$ cat src/rtl/csllc_pkg.sv
// Package for the C subset lexer classifier: token class codes, keyword table,
// character class functions and the word classification helpers.
// No dependencies.
package csllc_pkg;

    localparam int MAX_TOKEN_LEN = 255;
    localparam int LEN_W         = $clog2(MAX_TOKEN_LEN + 1);
    localparam int NUM_KW        = 9;
    localparam int KW_MAX_LEN    = 8;

    localparam logic [7:0] CH_SLASH      = 8'h2f;
    localparam logic [7:0] CH_STAR       = 8'h2a;
    localparam logic [7:0] CH_NEWLINE    = 8'h0a;
    localparam logic [7:0] CH_UNDERSCORE = 8'h5f;

    typedef enum logic [2:0] {
        CLS_NONE    = 3'd0,
        CLS_KEYWORD = 3'd1,
        CLS_PUNCT   = 3'd2,
        CLS_OPER    = 3'd3,
        CLS_CONST   = 3'd4,
        CLS_IDENT   = 3'd5,
        CLS_INVALID = 3'd6
    } token_class_t;

    // int, char, return, if, else, while, for, break, continue
    localparam logic [7:0] KW_TEXT [NUM_KW][KW_MAX_LEN] = '{
        '{8'h69, 8'h6e, 8'h74, 8'h00, 8'h00, 8'h00, 8'h00, 8'h00},
        '{8'h63, 8'h68, 8'h61, 8'h72, 8'h00, 8'h00, 8'h00, 8'h00},
        '{8'h72, 8'h65, 8'h74, 8'h75, 8'h72, 8'h6e, 8'h00, 8'h00},
        '{8'h69, 8'h66, 8'h00, 8'h00, 8'h00, 8'h00, 8'h00, 8'h00},
        '{8'h65, 8'h6c, 8'h73, 8'h65, 8'h00, 8'h00, 8'h00, 8'h00},
        '{8'h77, 8'h68, 8'h69, 8'h6c, 8'h65, 8'h00, 8'h00, 8'h00},
        '{8'h66, 8'h6f, 8'h72, 8'h00, 8'h00, 8'h00, 8'h00, 8'h00},
        '{8'h62, 8'h72, 8'h65, 8'h61, 8'h6b, 8'h00, 8'h00, 8'h00},
        '{8'h63, 8'h6f, 8'h6e, 8'h74, 8'h69, 8'h6e, 8'h75, 8'h65}
    };
    localparam logic [3:0] KW_LEN [NUM_KW] = '{
        4'd3, 4'd4, 4'd6, 4'd2, 4'd4, 4'd5, 4'd3, 4'd5, 4'd8
    };

    typedef struct packed {
        logic [LEN_W-1:0]  len;
        logic [NUM_KW-1:0] mask;
        logic              digits;
        logic              ident;
    } word_t;

    typedef struct packed {
        token_class_t cls;
        logic [3:0]   kwi;
        logic [7:0]   sym;
        logic [7:0]   len;
        logic         last;
    } result_t;

    localparam word_t WORD_RESET = '{len: '0, mask: '1, digits: 1'b1, ident: 1'b1};

    function automatic logic is_digit(logic [7:0] c);
        return (c >= 8'h30) && (c <= 8'h39);
    endfunction

    function automatic logic is_alpha(logic [7:0] c);
        return ((c >= 8'h61) && (c <= 8'h7a)) || ((c >= 8'h41) && (c <= 8'h5a));
    endfunction

    function automatic logic is_space(logic [7:0] c);
        return (c == 8'h20) || ((c >= 8'h09) && (c <= 8'h0d));
    endfunction

    function automatic logic is_punct(logic [7:0] c);
        return (c == 8'h3b) || (c == 8'h2c) || (c == 8'h28) || (c == 8'h29) ||
               (c == 8'h7b) || (c == 8'h7d);
    endfunction

    function automatic logic is_oper(logic [7:0] c);
        return (c == 8'h2b) || (c == 8'h2d) || (c == 8'h2a) || (c == 8'h2f) ||
               (c == 8'h3d) || (c == 8'h3e) || (c == 8'h3c) || (c == 8'h21);
    endfunction

    // Append one byte to the word being built.
    function automatic word_t word_add(word_t w, logic [7:0] c);
        word_t r;
        r = w;
        for (int k = 0; k < NUM_KW; k++) begin
            if ((w.len >= LEN_W'(KW_LEN[k])) || (KW_TEXT[k][w.len[2:0]] != c)) begin
                r.mask[k] = 1'b0;
            end
        end
        if (!is_digit(c)) begin
            r.digits = 1'b0;
        end
        if (w.len == '0) begin
            r.ident = is_alpha(c) || (c == CH_UNDERSCORE);
        end else if (!(is_alpha(c) || is_digit(c) || (c == CH_UNDERSCORE))) begin
            r.ident = 1'b0;
        end
        if (w.len < LEN_W'(MAX_TOKEN_LEN)) begin
            r.len = w.len + 1'b1;
        end
        return r;
    endfunction

    // Classify a finished word; the lowest matching keyword wins.
    function automatic result_t word_result(word_t w);
        result_t r;
        logic    hit;
        r   = '{cls: CLS_INVALID, kwi: 4'd0, sym: 8'd0, len: 8'(w.len), last: 1'b0};
        hit = 1'b0;
        for (int k = NUM_KW - 1; k >= 0; k--) begin
            if (w.mask[k] && (w.len == LEN_W'(KW_LEN[k]))) begin
                hit   = 1'b1;
                r.kwi = 4'(k);
            end
        end
        if (hit) begin
            r.cls = CLS_KEYWORD;
        end else if (w.digits) begin
            r.cls = CLS_CONST;
        end else if (w.ident) begin
            r.cls = CLS_IDENT;
        end
        return r;
    endfunction

    function automatic result_t sym_result(token_class_t cls, logic [7:0] c);
        return '{cls: cls, kwi: 4'd0, sym: c, len: 8'd1, last: 1'b0};
    endfunction

endpackage

$ cat src/rtl/c_subset_lexer_classifier_unit.sv
// Streaming lexer for a small C subset: one source byte in, zero to three
// token words out. Depends on csllc_pkg.
//
// A token word is written to the result queue when the byte that completes
//   it is accepted, and is offered at the output from the queue in order.
// Throughput, while out_ready is high: one byte per cycle while each byte
//   yields at most one token; a byte that yields two or three tokens holds
//   input until the four-entry result queue drains to one entry (one token leaves per cycle).
// Reset: asynchronous, active low; clears the scanner state to "no word,
//   no comment, no pending slash" and empties the result queue.
module c_subset_lexer_classifier_unit
    import csllc_pkg::*;
(
    input  logic       clk,
    input  logic       rst_n,

    input  logic       in_valid,
    output logic       in_ready,
    input  logic [7:0] char_byte,
    input  logic       end_of_input,

    output logic       out_valid,
    input  logic       out_ready,
    output logic [2:0] token_class,
    output logic [3:0] keyword_index,
    output logic [7:0] symbol_char,
    output logic [7:0] token_length,
    output logic       last_result
);

    // Scanner state
    logic    slash_pending_reg,     slash_pending_next;
    logic    in_block_comment_reg,  in_block_comment_next;
    logic    comment_star_seen_reg, comment_star_seen_next;
    logic    in_line_comment_reg,   in_line_comment_next;
    word_t   word_reg,              word_next;

    // Result queue: four entries, up to three written per accepted byte
    result_t     res_mem_reg [4];
    logic [1:0]  wr_ptr_reg;
    logic [1:0]  rd_ptr_reg;
    logic [2:0]  count_reg;

    logic        accept;
    logic        pop;

    // Byte decode
    logic    c_slash, c_star, c_space, c_punct, c_oper, c_newline;
    logic    pend_flush;      // pending slash turns out to be a divide operator
    logic    active;          // byte goes through the normal token path
    logic    act_slash, act_sep, act_sym, act_add;
    logic    word_valid;
    word_t   word_base;       // word after a pending-slash flush
    word_t   word_after;      // word after this byte, before end-of-input flush

    logic    emit_w1, emit_s1, emit_sym, emit_w2, emit_s2;
    result_t w1_res, slash_res, sym_res, w2_res;
    result_t slot [3];
    logic [1:0] push_cnt;

    assign accept = in_valid && in_ready;
    assign pop    = out_valid && out_ready;

    // Take a byte only while three entries are free.
    assign in_ready  = (count_reg <= 3'd1);
    assign out_valid = (count_reg != 3'd0);

    always_comb
    begin
        c_slash   = (char_byte == CH_SLASH);
        c_star    = (char_byte == CH_STAR);
        c_newline = (char_byte == CH_NEWLINE);
        c_space   = is_space(char_byte);
        c_punct   = is_punct(char_byte);
        c_oper    = is_oper(char_byte) && !c_slash;
        word_valid = (word_reg.len != '0);

        pend_flush = !in_block_comment_reg && !in_line_comment_reg && slash_pending_reg &&
                     !c_slash && !c_star;
        active     = !in_block_comment_reg && !in_line_comment_reg &&
                     !(slash_pending_reg && (c_slash || c_star));
        word_base  = pend_flush ? WORD_RESET : word_reg;

        act_slash = active && c_slash;
        act_sym   = active && (c_punct || c_oper);
        act_sep   = active && (c_space || c_punct || c_oper);
        act_add   = active && !c_slash && !c_space && !c_punct && !c_oper;

        // Word before the byte ends on a divide, a separator, or a newline
        // that closes a line comment.
        emit_w1  = word_valid && (pend_flush || act_sep ||
                   (!in_block_comment_reg && in_line_comment_reg && c_newline));
        emit_s1  = pend_flush;
        emit_sym = act_sym;

        // Comment tracking
        in_block_comment_next  = in_block_comment_reg;
        comment_star_seen_next = comment_star_seen_reg;
        in_line_comment_next   = in_line_comment_reg;
        slash_pending_next     = act_slash;
        word_after             = word_reg;
        if (in_block_comment_reg) begin
            if (comment_star_seen_reg && c_slash) begin
                in_block_comment_next  = 1'b0;
                comment_star_seen_next = 1'b0;
            end else begin
                comment_star_seen_next = c_star;
            end
        end else if (in_line_comment_reg) begin
            if (c_newline) begin
                in_line_comment_next = 1'b0;
                word_after           = WORD_RESET;
            end
        end else if (!active) begin
            // Pending slash opens a comment; the word goes on across it.
            in_line_comment_next   = c_slash;
            in_block_comment_next  = c_star;
            comment_star_seen_next = 1'b0;
        end else if (act_add) begin
            word_after = word_add(word_base, char_byte);
        end else if (act_sep) begin
            word_after = WORD_RESET;
        end else begin
            word_after = word_base;
        end

        // End of input flushes the word, then a pending slash.
        emit_w2 = end_of_input && (word_after.len != '0);
        emit_s2 = end_of_input && slash_pending_next;

        word_next = word_after;
        if (end_of_input) begin
            slash_pending_next     = 1'b0;
            in_block_comment_next  = 1'b0;
            comment_star_seen_next = 1'b0;
            in_line_comment_next   = 1'b0;
            word_next              = WORD_RESET;
        end
    end

    // Pack the emitted tokens into consecutive slots.
    always_comb
    begin
        w1_res    = word_result(word_reg);
        w2_res    = word_result(word_after);
        slash_res = sym_result(CLS_OPER, CH_SLASH);
        sym_res   = sym_result(c_punct ? CLS_PUNCT : CLS_OPER, char_byte);

        slot     = '{default: '0};
        push_cnt = 2'd0;
        if (emit_w1) begin
            slot[push_cnt] = w1_res;
            push_cnt       = push_cnt + 2'd1;
        end
        if (emit_s1) begin
            slot[push_cnt] = slash_res;
            push_cnt       = push_cnt + 2'd1;
        end
        if (emit_sym) begin
            slot[push_cnt] = sym_res;
            push_cnt       = push_cnt + 2'd1;
        end
        if (emit_w2) begin
            slot[push_cnt] = w2_res;
            push_cnt       = push_cnt + 2'd1;
        end
        if (emit_s2) begin
            slot[push_cnt] = slash_res;
            push_cnt       = push_cnt + 2'd1;
        end
        // End of input with nothing to report: send the end marker.
        if (end_of_input && (push_cnt == 2'd0)) begin
            slot[0]  = '{cls: CLS_NONE, kwi: 4'd0, sym: 8'd0, len: 8'd0, last: 1'b0};
            push_cnt = 2'd1;
        end
        if (end_of_input) begin
            slot[push_cnt - 2'd1].last = 1'b1;
        end
    end

    // Scanner state registers: advance only on an accepted byte.
    always_ff @(posedge clk or negedge rst_n)
    begin
        if (!rst_n) begin
            slash_pending_reg     <= 1'b0;
            in_block_comment_reg  <= 1'b0;
            comment_star_seen_reg <= 1'b0;
            in_line_comment_reg   <= 1'b0;
            word_reg              <= WORD_RESET;
        end else if (accept) begin
            slash_pending_reg     <= slash_pending_next;
            in_block_comment_reg  <= in_block_comment_next;
            comment_star_seen_reg <= comment_star_seen_next;
            in_line_comment_reg   <= in_line_comment_next;
            word_reg              <= word_next;
        end
    end

    // Queue control
    always_ff @(posedge clk or negedge rst_n)
    begin
        if (!rst_n) begin
            wr_ptr_reg <= 2'd0;
            rd_ptr_reg <= 2'd0;
            count_reg  <= 3'd0;
        end else begin
            if (accept) begin
                wr_ptr_reg <= wr_ptr_reg + push_cnt;
            end
            if (pop) begin
                rd_ptr_reg <= rd_ptr_reg + 2'd1;
            end
            count_reg <= count_reg + (accept ? 3'(push_cnt) : 3'd0) - 3'(pop);
        end
    end

    // Queue payload: no reset needed.
    always_ff @(posedge clk)
    begin
        if (accept) begin
            for (int i = 0; i < 3; i++) begin
                if (2'(i) < push_cnt) begin
                    res_mem_reg[wr_ptr_reg + 2'(i)] <= slot[i];
                end
            end
        end
    end

    assign token_class   = res_mem_reg[rd_ptr_reg].cls;
    assign keyword_index = res_mem_reg[rd_ptr_reg].kwi;
    assign symbol_char   = res_mem_reg[rd_ptr_reg].sym;
    assign token_length  = res_mem_reg[rd_ptr_reg].len;
    assign last_result   = res_mem_reg[rd_ptr_reg].last;

    // Queue never overfills.
    assert property (@(posedge clk) disable iff (!rst_n) count_reg <= 3'd4)
        else $error("result queue overflow");

    // An end-of-input byte always queues at least one word.
    assert property (@(posedge clk) disable iff (!rst_n)
        (accept && end_of_input) |=> (count_reg != 3'd0))
        else $error("end of input produced no result");

    // End of input returns the scanner to its reset state.
    assert property (@(posedge clk) disable iff (!rst_n)
        (accept && end_of_input) |=> (word_reg.len == '0 && !slash_pending_reg &&
                                      !in_block_comment_reg && !in_line_comment_reg))
        else $error("scanner state not cleared after end of input");

    // Comment modes and the pending slash exclude each other.
    assert property (@(posedge clk) disable iff (!rst_n)
        $countones({slash_pending_reg, in_block_comment_reg, in_line_comment_reg}) <= 1)
        else $error("conflicting scanner modes");

endmodule
$ cat config.mk
export PLATFORM = sky130hd
export DESIGN_NAME = c_subset_lexer_classifier_unit
export DESIGN_NICKNAME = d
export VERILOG_FILES = /design/src/rtl/csllc_pkg.sv /design/src/rtl/c_subset_lexer_classifier_unit.sv
export SDC_FILE = /design/constraint.sdc
export NUM_CORES = 1
export LEC_CHECK = 0
export ABC_AREA = 1
export BUFFER_PORTS_ARGS = -buffer_cell sky130_fd_sc_hd__buf_4
export CAP_MARGIN = 20
export CELL_PAD_IN_SITES_DETAIL_PLACEMENT = 1
export CELL_PAD_IN_SITES_GLOBAL_PLACEMENT = 1
export CORE_UTILIZATION = 40
export CTS_CLUSTER_SIZE = 25
export DETAILED_ROUTE_END_ITERATION = 6
export PLACE_DENSITY_LB_ADDON = 0.1
export SLEW_MARGIN = 30
export SYNTH_ARGS = -nofsm -noshare
export SYNTH_HDL_FRONTEND = slang
export SYNTH_SLANG_ARGS = --single-unit
$ cat constraint.sdc
create_clock -name clk -period 6.5 [get_ports clk]
set_clock_uncertainty 0.1 [all_clocks]
set_input_delay 0 -clock clk [delete_from_list [all_inputs] [get_ports clk]]
set_output_delay 0 -clock clk [all_outputs]
set_load 0.01 [all_outputs]
==> impl_metrics.csv <==
group,metric,value,unit
layout,layout.cells.non_filler,1814,
worst_setup_path,reg2reg_from,"in_block_comment_reg",
clocking,htree_levels,4,
worst_setup_path,worstReg2RegEnd,"count_reg[2]",
routing,drt_pass1_iterations,5,
clocking,clock-sinks,126,
layout,final_cell_mix,"nand2_1 (316), nor2_1 (210), inv_1 (128)",
layout,utilization,45.6,%
sta,setup_viol,0,
routing,dr.first_iter.drc_count,882,
grt,use_met2,53.6,%
clocking,clk_pin_slew,0.07,ns
synthesis,netlist_area,10300,sq um
pwr,p_leak,4.97,nW
worst_setup_path,reg2regPathDepth,36,
worst_setup_path,worst_path_most_repeated_cell,"nand2_1",
sta,min_period,5.96,ns
worst_setup_path,rrSetupSlack,0.54,ns
worst_setup_path,criticalPathCategory,"reg2reg",
synthesis,synth_area_leaders,"edfxtp_1 (28%), nand2_1 (12%), nor2_1 (7.7%)",
grt,grt.met3_usage,4.62,%
grt,globalRouteTotalUtil,31.7,%
synthesis,synthCells,1450,
sta,fin_setup_tns,0,ns
placed_design,dp.cells,1776,
routing,num_vias,10600,
status,status,"completed",
sta,fmaxAchievable,168,MHz
worst_setup_path,crit_end,"count_reg[2]",
routing,drtAntennaViolNets,0,
synthesis,ys_types,51,
synthesis,ys_warn_count,0,
grt,grt_pass1_wl,63400,um
worst_setup_path,crit_fanout,8,
sta,worst_slew_pin_slew,0.934,ns
sta,whs,0.0162,ns
worst_setup_path,cpMaxStageDelayCell,"dfrtp_1",
worst_setup_path,crit_start,"in_block_comment_reg",
synthesis,syn_avg_cell_area,7.07,sq um
clocking,postCtsSetupBuffers,0,
synthesis,synth_seq_cells,126,
min_path,hold_start,"char_byte[3]",
grt,grt_pass1_vias,10800,
min_path,min_path_type,"in2reg",
sta,slew_viol_final,0,
sta,finalHoldViolCount,0,
placed_design,hpwl,29900,um
grt,grt_max_degree,52,
layout,largest_reg_flops,96,
worst_setup_path,startpoint_type,"flip-flop",
clocking,cts_buffer_depth,2,
worst_setup_path,end_kind,"flip-flop",
run,drv_cap,0,
routing,drc,0,
grt,antenna_found_initial,0,
synthesis,synth_top_area_share,28.1,%
pwr,powerDensity,428,nW/um^2
layout,diodes,0,
routing,routedWlPerCell,22.4,um
grt,grt_use_met1,41.6,%
die,die_x,162,um
die,start_util,40.7,%
placed_design,gp_congestion,0.950,
pwr,ir_drop,0.000210,V
die,core-area,25200,sq um
die,fp.dieH,162,um
sta,slew_headroom,37.3,%
placed_design,io_buffers,38,
grt,overflow,0,
layout,final_net_count,1506,
clocking,cts-root-buf,"clkbuf_16",
worst_setup_path,critical_path_required,6.74,ns
sta,rsz0062_at_grt,"no",
worst_setup_path,cp.arrival,6.20,ns
synthesis,ys_seq_area_share,35.6,%
layout,mostFrequentLayoutCell,"nand2_1",
layout,drive_above_1_share,12.3,%
clocking,clock_latency,0.44,ns
synthesis,synth_top_area_cell,"edfxtp_1",
worst_setup_path,cpPeakStageDelay,0.43,ns
routing,wl,40700,um
clocking,cts_made_buffers,17,
die,die-area,26300,sq um
die,ios,39,
layout,area_delta_synth_final,12.0,%
routing,vias_per_cell,5.86,
sta,fin_crit_sh,91.7,%
clocking,cts_tree,"built",
die,row_count,58,
grt,grt.busiest_layer,"met2",
worst max-delay path, delay by kind of cell, from the launching register on:
family,cells,cell delay (ns)
compound gates,1,0.08
fa+ha+maj,5,1.44
flops,1,0.43
xor+xnor,1,0.20
simple gates,22,2.87
buf+inv,7,0.70
layout make-up:
| class | instances | area (sq um) |
|---|---|---|
| Multi-Input combinational cell | 1112 | 5720 |
| Inverter | 146 | 553 |
| Fill cell | 3253 | 13700 |
| Clock inverter | 15 | 173 |
| Sequential cell | 126 | 3650 |
| Clock buffer | 17 | 425 |
| Timing Repair Buffer | 68 | 551 |
| Tap cell | 330 | 413 |
what timing repair did:
action	in CTS	in global routing
gates resized for setup	0	3
hold buffers	6	0
endpoints found under the hold margin	34	0
endpoints found under the setup margin	0	10
layer usage:
layer	wire [um]	share of wire (%)
met4	884	2.2
met1	17900	44
met5	0	0
met3	2250	5.5
met2	19600	48
stage by stage:
stage / total power, mW / instance area (sq um) / setup WS, ns
final: 4.92 / 11500 / 0.537
after CTS: 4.89 / 11500 / 0.409
after floorplan: 2.92 / 10300 / 0.457
after global placement: 3.81 / 10800 / 0.532
after global routing: 5.24 / 11500 / 0.00997
after detailed placement: 3.86 / 10800 / 0.391
cells in the mapped netlist, drive strengths merged:
cell       n
nor4       1
a21oi     78
or2        6
a211oi     1
o21a       1
o211ai    15
ha        21
clkbuf    26
nand4     16
a221oi     1
o32ai      1
nor2b      1
o221ai     2
clkinv     1
o22ai     45
conb       1
a22oi     29
nor2     227
nand3b     2
dfstp     11
o2111ai    2
inv      145
o31ai      2
nand3    107
o21ai    173
edfxtp    96
a31oi      4
nor3      12
xor2      20
a21boi     1
dfrtp     19
fa         1
buf       43
xnor2      3
nand2    336
logic make-up (layout without fill, tap and decap cells):
| group | count (synthesis) | after routing | synth area share, % |
|---|---|---|---|
| other cells | 1 | 4 | 0.0366 |
| xor+xnor | 23 | 23 | 1.97 |
| buf+inv | 215 | 246 | 9.02 |
| simple gates | 708 | 708 | 31.0 |
| flops | 126 | 126 | 35.6 |
| fa+ha+maj | 22 | 22 | 2.76 |
| compound gates | 355 | 355 | 19.7 |
power by group:
part           internal, mW  total, mW  switching (mW)  leakage (nW)
Clock                 0.579       1.02           0.444         0.290
Combinational         0.825       2.73            1.90          3.43
Sequential             1.07       1.17           0.101          1.25
how the worst min path moves through the flow:
stage	endpoint	slack, ns	cells after the start
after floorplan	comment_star_seen_reg	-0.40	0
after global placement	w1_res[8]	-0.10	1
after detailed placement	w1_res[8]	-0.1	1
after CTS	comment_star_seen_reg	0.01	5
after global routing	comment_star_seen_reg	0.08	5
final	comment_star_seen_reg	0.02	5
Power figures use the tool's default switching activity.
